===== src/rtl/core/orl_pkg.sv =====
// ----------------------------------------------------------------------------
// orl_pkg
// Shared types and constants of the orbit radius outer loop: field widths,
// register reset values, register indexes, payload and control structs.
// ----------------------------------------------------------------------------
package orl_pkg;

  // Default depth of the radius change history
  localparam int DERIV_TAPS_DEF = 5;

  // Field widths
  localparam int RAD_W      = 24;  // Q16.8 radius
  localparam int SLOT_W     = 25;  // radius change / radius error
  localparam int GAIN_W     = 16;  // Q0.16 gains and forget factors
  localparam int LIM_W      = 15;  // Q2.14 output limit
  localparam int OUT_W      = 16;  // Q2.14 output
  localparam int CFG_IDX_W  = 3;
  localparam int CFG_DATA_W = 16;

  // Rounding shifts
  localparam int FORGET_SHIFT = 16;
  localparam int OUT_SHIFT    = 10;

  // Register reset values
  localparam logic [GAIN_W-1:0] PROP_GAIN_RST  = 16'd983;
  localparam logic [GAIN_W-1:0] DERIV_GAIN_RST = 16'd6554;
  localparam logic [GAIN_W-1:0] DER_FORGET_RST = 16'd52429;
  localparam logic [GAIN_W-1:0] PRO_FORGET_RST = 16'd64225;
  localparam logic [LIM_W-1:0]  OUT_LIMIT_RST  = 15'd8192;

  // Configuration register indexes
  typedef enum logic [CFG_IDX_W-1:0] {
    CFG_PROP_GAIN  = 3'd0,
    CFG_DERIV_GAIN = 3'd1,
    CFG_DER_FORGET = 3'd2,
    CFG_PRO_FORGET = 3'd3,
    CFG_OUT_LIMIT  = 3'd4
  } cfg_idx_t;

  // Controller states
  typedef enum logic [1:0] {
    ST_IDLE,
    ST_DECAY,
    ST_PROD,
    ST_FINISH
  } state_t;

  // Input transfer payload
  typedef struct packed {
    logic signed [RAD_W-1:0] measured_radius;
    logic signed [RAD_W-1:0] reference_radius;
  } in_item_t;

  // Output transfer payload
  typedef struct packed {
    logic signed [OUT_W-1:0] heading_rate_error;
    logic                    saturated;
  } out_item_t;

  // Controller to datapath commands
  typedef struct packed {
    logic load;    // capture input item
    logic decay;   // apply forget factors
    logic prod;    // update history, form gain products
    logic finish;  // round, clip, load output register
  } dp_cmd_t;

  // Datapath to controller status
  typedef struct packed {
    logic out_ready;  // output register can take a result this cycle
  } dp_status_t;

endpackage


===== src/rtl/core/orl_ctrl.sv =====
// ----------------------------------------------------------------------------
// orl_ctrl
// Sequencer of the outer loop: accepts one item in idle, then steps the
// datapath through decay, product and finish, waiting for output space.
// ----------------------------------------------------------------------------
module orl_ctrl (
  input  logic                clk,
  input  logic                rst_n,
  input  logic                in_valid,
  output logic                in_stall,
  output orl_pkg::dp_cmd_t    cmd,
  input  orl_pkg::dp_status_t status
);
  import orl_pkg::*;

  state_t state_r, state_nxt;

  // State register
  always_ff @(posedge clk) begin
    if (!rst_n) begin
      state_r <= ST_IDLE;
    end else begin
      state_r <= state_nxt;
    end
  end

  // Next state and commands
  always_comb begin
    state_nxt  = state_r;
    cmd        = '0;
    in_stall   = 1'b1;
    case (state_r)
      ST_IDLE: begin
        in_stall = 1'b0;
        if (in_valid) begin
          cmd.load  = 1'b1;
          state_nxt = ST_DECAY;
        end
      end
      ST_DECAY: begin
        cmd.decay = 1'b1;
        state_nxt = ST_PROD;
      end
      ST_PROD: begin
        cmd.prod  = 1'b1;
        state_nxt = ST_FINISH;
      end
      ST_FINISH: begin
        // Hold until the output register is free
        if (status.out_ready) begin
          cmd.finish = 1'b1;
          state_nxt  = ST_IDLE;
        end
      end
      default: begin
        state_nxt = ST_IDLE;
      end
    endcase
  end

  // An accepted item always starts the decay step
  a_accept_to_decay: assert property (@(posedge clk) disable iff (!rst_n)
    (in_valid && !in_stall) |=> (state_r == ST_DECAY))
    else $error("accepted item did not enter decay step");

  // A blocked finish waits in place
  a_finish_hold: assert property (@(posedge clk) disable iff (!rst_n)
    (state_r == ST_FINISH && !status.out_ready) |=> (state_r == ST_FINISH))
    else $error("finish left without output space");

  // Finish is issued only with output space
  a_finish_ready: assert property (@(posedge clk) disable iff (!rst_n)
    cmd.finish |-> (status.out_ready && state_r == ST_FINISH))
    else $error("finish issued while output register blocked");

endmodule


===== config.mk =====
export PLATFORM = sky130hd
export DESIGN_NAME = orl_ctrl
export DESIGN_NICKNAME = d
export VERILOG_FILES = /design/src/rtl/core/orl_pkg.sv /design/src/rtl/core/orl_ctrl.sv
export SDC_FILE = /design/constraint.sdc
export NUM_CORES = 1
export LEC_CHECK = 0
export BUFFER_PORTS_ARGS = -buffer_cell sky130_fd_sc_hd__buf_2
export CAP_MARGIN = 20
export CORE_AREA = 3 3 40 42
export DETAILED_ROUTE_END_ITERATION = 10
export DIE_AREA = 0 0 43 45
export SYNTH_ARGS = -nofsm -noshare
export SYNTH_HDL_FRONTEND = slang
export SYNTH_SLANG_ARGS = --single-unit

===== constraint.sdc =====
create_clock -name clk -period 1.1 [get_ports clk]
set_input_delay 0.22 -clock clk [delete_from_list [all_inputs] [get_ports clk]]
set_output_delay 0.22 -clock clk [all_outputs]
set_load 0.02 [all_outputs]

==> impl_metrics.toml, run 1 <==
[global_route]
use_met3 = 0.07570
grt_first_pass_wirelength_um = 952
antenna_found_initial = 0
grt-ovfl-total = 0
use_met1 = 0.07194
grt_busiest_layer = "met2"
grt_max_degree = 5
gr-usage-met2 = 0.1108
track_usage = 0.07149
grt_pass1_vias = 224

[floorplanning]
coreArea_um2 = 1285
die_w_um = 43
io-pin-count = 9
rows = 13
fp.dieH_um = 45
die_area_um2 = 1935
start_util = 0.1402

[synthesis]
synthesis.nets = 29
avgSynthCellArea_um2 = 9.009
synth_area_um2 = 180.2
synth_seq_cells = 2
yosysUniqueCellTypes = 9
syn_inst = 20
yosys_warnings = 0
synth-seq-area-share = 0.2222

[sta]
fin_ws_ns = -0.1433
fin_crit_ns = 1.243
clock_skew_ns = 0.005205
setup_viol = 6
worst_pin_slew_ns = 0.1737
max_slew_margin = 0.8842
tns_ns = -0.5821
rsz0062_at_grt = "yes"
finalCritPeriodShare = 1.130
drv_slew = 0
hold_violations = 0
max_freq_mhz = 804.3

[power]
power_density_nw_per_um2 = 2991
power.leakage_uw = 0.0001924
p_total_uw = 1314
irDropWorstVdd_uv = 1070

[critical_path]
crit_type = "flop to output pin"
crit_family = "flip-flops"
worstPathMaxFanout = 3
path_cells = "inv_2 > ha_4 > and2_4 > buf_6"
cp-start-kind = "flop"
critPathSlowestCell = "dfxtp_2"
end_kind = "output pin"
cp_num_buf_inv = 2
reg2reg_setup_slack_ns = -0.01
crit_arrival_ns = 1.02
critical_path.max_stage_delay_ns = 0.34
crit_required_ns = 0.88

[detailed_routing]
drc_errors = 0
ant_nets = 0
vias = 198
finalWirelength_um = 510
viasPerCell = 3.667
firstDrtPassIters = 1
routedWlPerCell_um = 9.444
drtIter0Drc = 0

[placed_design]
io_buffers = 8
dpl-instance-area_um2 = 269.0
dp_slack_ns = -0.01372
routabilityCongestion = 0.7013

[flow_run]
maxCapViolations = 0

[clocking]
cts_made_buffers = 3
cts_buffer_depth = 2
ctsHoldBuffers = 0
numClockSinks = 2
cts_tree = "yes"
cts_root_buf = "clkbuf_4"
insertion_delay_ns = 0.23
h-tree-depth = 1
clkTransAtPathRegs_ns = 0.03

[layout]
top_register = "state_r"
largest_reg_flops = 2
drive_gt1_frac = 0.8462
synthToLayoutAreaGrowth_pct = 143.7
num-fill-cells = 133
design_area_um2 = 439.2
final_common_cell = "buf_6"
reg_top3 = "state_r: 2 flops"
antennaDiodeCount = 0
final_nets = 50
fin_util = 0.3418
final_cell_mix = "8 x buf_6, 5 x buf_4, 4 x ha_4"

[min_path]
min_path_type = "input port to flop"

[run_status]
violations = "negative setup slack"
outcome = "finished, violations left"
stage by stage:
step           std cells  hold WS [ns]
2_1_floorplan         20        0.3655
3_3_place_gp          47        0.5087
3_5_place_dp          47        0.5123
4_1_cts               53        0.2614
5_1_grt               54        0.2758
6_report              54        0.2666
tightest hold or removal path: cells and delay by family:
kind | cells | cell delay [ns]
AOI/OAI and AO/OA | 1 | 0.05
buffers and inverters | 1 | 0.12
muxes | 1 | 0.05
path summary, 6_finish.rpt:
check | to | cells after the start | start
max | cmd[3] | 4 | state_r[0]$_SDFFE_PN0P_
max reg2reg | state_r[1]$_SDFFE_PN0P_ | 6 | state_r[1]$_SDFFE_PN0P_
min | state_r[0]$_SDFFE_PN0P_ | 3 | rst_n
min reg2reg | state_r[0]$_SDFFE_PN0P_ | 3 | state_r[0]$_SDFFE_PN0P_
layer usage:
metal  up-vias  part of all wire
met5         -                 0
met4         0                 0
met3         0              0.13
met2        11              0.51
met1        83              0.36
li1        104                 -
repair_timing:
action	in CTS	in global routing
buffers inserted	3	1
pin swaps	3	2
cloned	0	0
endpoints found under the hold margin	0	0
gates resized for setup	30	3
endpoints found under the setup margin	6	7
layout make-up:
cell class	instances	area (um2)	share of cell area
clock buffers	3	22.52	0.05128
inverters	4	17.52	0.03989
multi-input cells	14	192.7	0.4387
flip-flops and latches	2	45.04	0.1026
well taps	15	18.77	0.04274
repair buffers	16	142.6	0.3248
cells in the mapped netlist:
master,instances,area share
ha_1,5,0.35
mux2i_1,2,0.11
dfxtp_1,2,0.22
o21ai_0,1,0.028
inv_1,4,0.083
and2_1,1,0.035
nand2_1,3,0.062
and2_2,1,0.042
o22ai_2,1,0.069
power by group:
group / internal (uW) / switching [uW]
logic: 558 / 429
clock network: 120 / 41.2
registers: 124 / 41.7
cell families after synthesis:
group | share of synthesized area
fa+ha+maj | 0.3472
compound gates | 0.09718
buf+inv | 0.08331
flops | 0.2222
simple gates | 0.1389
mux | 0.1111
No activity file was read; power rests on OpenSTA's default activity.
==> run 2, diff against run 1 <==
Settings changed: ABC_AREA set to 0.
Clock period 1.1 ns to 1.4 ns, I/O delays scaled along.
==> impl_metrics.toml, run 2 (same netlist as run 1, synthesis figures left out) <==
[run_status]
outcome = "completed"

[detailed_routing]
vias = 169
routedWlPerCell_um = 7.750
drc_errors = 0
firstDrtPassIters = 1
finalWirelength_um = 372
ant_nets = 0
viasPerCell = 3.521
drtIter0Drc = 0

[clocking]
cts_buffer_depth = 2
clkTransAtPathRegs_ns = 0.03
h-tree-depth = 1
numClockSinks = 2
cts_made_buffers = 3
cts_tree = "yes"
cts_root_buf = "clkbuf_4"
ctsHoldBuffers = 0
insertion_delay_ns = 0.22

[power]
power_density_nw_per_um2 = 2161
netSwitchingPower_uw = 265.4
power.leakage_uw = 0.0001500
p_total_uw = 619.1
p_int_uw = 353.7
clkPwrFrac = 0.198
comb_power_share = 0.598
seq_power_share = 0.204
irDropWorstVdd_uv = 544.6
netSwitchingFraction = 0.4287

[layout]
multiInputGateArea_um2 = 127.6
reg_top3 = "state_r: 2 flops"
design_area_um2 = 286.5
num-fill-cells = 148
final_common_cell = "buf_2"
largest_reg_flops = 2
synthToLayoutAreaGrowth_pct = 59.03
final_cell_mix = "7 x buf_2, 4 x ha_1, 3 x nand2_1, 3 x clkbuf_4, 3 x buf_4"
seq_area_um2 = 45.04
drive_gt1_frac = 0.6061
fin_util = 0.2230
final_nets = 44
top_register = "state_r"
antennaDiodeCount = 0

[sta]
finalCritPeriodShare = 0.9574
max_freq_mhz = 746.1
clock_skew_ns = 0.001511
max_slew_margin = 0.8765
hold-worst-slack_ns = 0.3416
tns_ns = 0
setup_viol = 0
worst_pin_slew_ns = 0.1853
hold_violations = 0
drv_slew = 0
fin_crit_ns = 1.340
rsz0062_at_grt = "no"

[min_path]
hold_depth = 3
min_path_type = "input port to flop"
hold_start = "rst_n"
hold_path_end = "state_r[1]$_SDFFE_PN0P_"

[floorplanning]
die_w_um = 43
coreArea_um2 = 1285
io-pin-count = 9
start_util = 0.1402
fp.dieH_um = 45
rows = 13
die_area_um2 = 1935

[placed_design]
dpl-instance-area_um2 = 239.0
dp_hpwl_um = 301.5
routabilityCongestion = 0.6597
io_buffers = 8

[critical_path]
reg2reg_setup_slack_ns = 0.34
worstPathMaxFanout = 3
crit_type = "flop to output pin"
end_kind = "output pin"
crit_required_ns = 1.12
timing.rr.end = "state_r[0]$_SDFFE_PN0P_"
r2r_start = "state_r[1]$_SDFFE_PN0P_"
r2r.worst_path.cells = 5
cp-start-kind = "flop"
crit_arrival_ns = 1.06

[flow_run]
maxCapViolations = 0

[global_route]
track_usage = 0.04900
grt_max_degree = 5
grt_first_pass_wirelength_um = 607
grt_pass1_vias = 169
antenna_found_initial = 0
grt-ovfl-total = 0
==> run 2: cell types whose count changed in the layout (fill, tap and decap cells not counted), moves of 2 or more <==
cell	change
buf_4	-2
ha_4	-4
and2_4	-2
buf_6	-8
ha_1	+4
buf_2	+4
==> run 2: worst max-delay path: stages (launching register included) <==
cell	delay, ns
dfxtp_2	0.34
inv_2	0.05
ha_2	0.17
and2_1	0.13
buf_4	0.15
==> run 2: cell type report <==
type	instances	share of cell area
Tap cell	15	0.06550
Clock buffer	3	0.07860
Inverter	4	0.05240
Timing Repair Buffer	10	0.2009
Sequential cell	2	0.1572
Multi-Input combinational cell	14	0.4454
==> run 2: power by group through the flow <==
stage,clock [uW],sequential (uW),combinational (uW)
floorplan,0,107,244
global route,139,131,414
CTS,131,119,345
finish,123,126,370
global placement,0,115,317
detailed placement,0,116,324
==> run 2: metal layers <==
layer | track usage | wire (um) | vias to the layer above | share of wire
met2 | 0.06886 | 152 | 8 | 0.41
met5 | 0 | 0 | - | 0
met3 | 0.03586 | 37 | 0 | 0.099
li1 | - | - | 89 | -
met1 | 0.04306 | 182 | 72 | 0.49
met4 | 0.05422 | 0 | 0 | 0
==> run 2: through the flow <==
| step | instances | setup slack [ns] |
|---|---|---|
| after floorplan | 20 | 0.2529 |
| after global placement | 43 | 0.1811 |
| after detailed placement | 43 | 0.1716 |
| after CTS | 47 | 0.004445 |
| after global routing | 48 | 0.004773 |
| final | 48 | 0.05965 |
==> run 2: timing repair <==
item / CTS / global route
setup endpoints to repair: 2 / 2
resized for setup: 2 / 5
setup buffers: 1 / 1
==> run 2: how the worst max path moves through the flow <==
| stage | start | end | slack (ns) | cells past startpoint |
|---|---|---|---|---|
| 2_1_floorplan | state_r[0]$_SDFFE_PN0P_ | state_r[0]$_SDFFE_PN0P_ | 0.25 | 5 |
| 3_3_place_gp | state_r[0]$_SDFFE_PN0P_ | cmd[3] | 0.18 | 4 |
| 3_5_place_dp | state_r[0]$_SDFFE_PN0P_ | cmd[3] | 0.17 | 4 |
| 4_1_cts | state_r[0]$_SDFFE_PN0P_ | cmd[3] | 0.004 | 4 |
| 5_1_grt | state_r[0]$_SDFFE_PN0P_ | cmd[3] | 0.005 | 4 |
| 6_report | state_r[0]$_SDFFE_PN0P_ | cmd[3] | 0.06 | 4 |
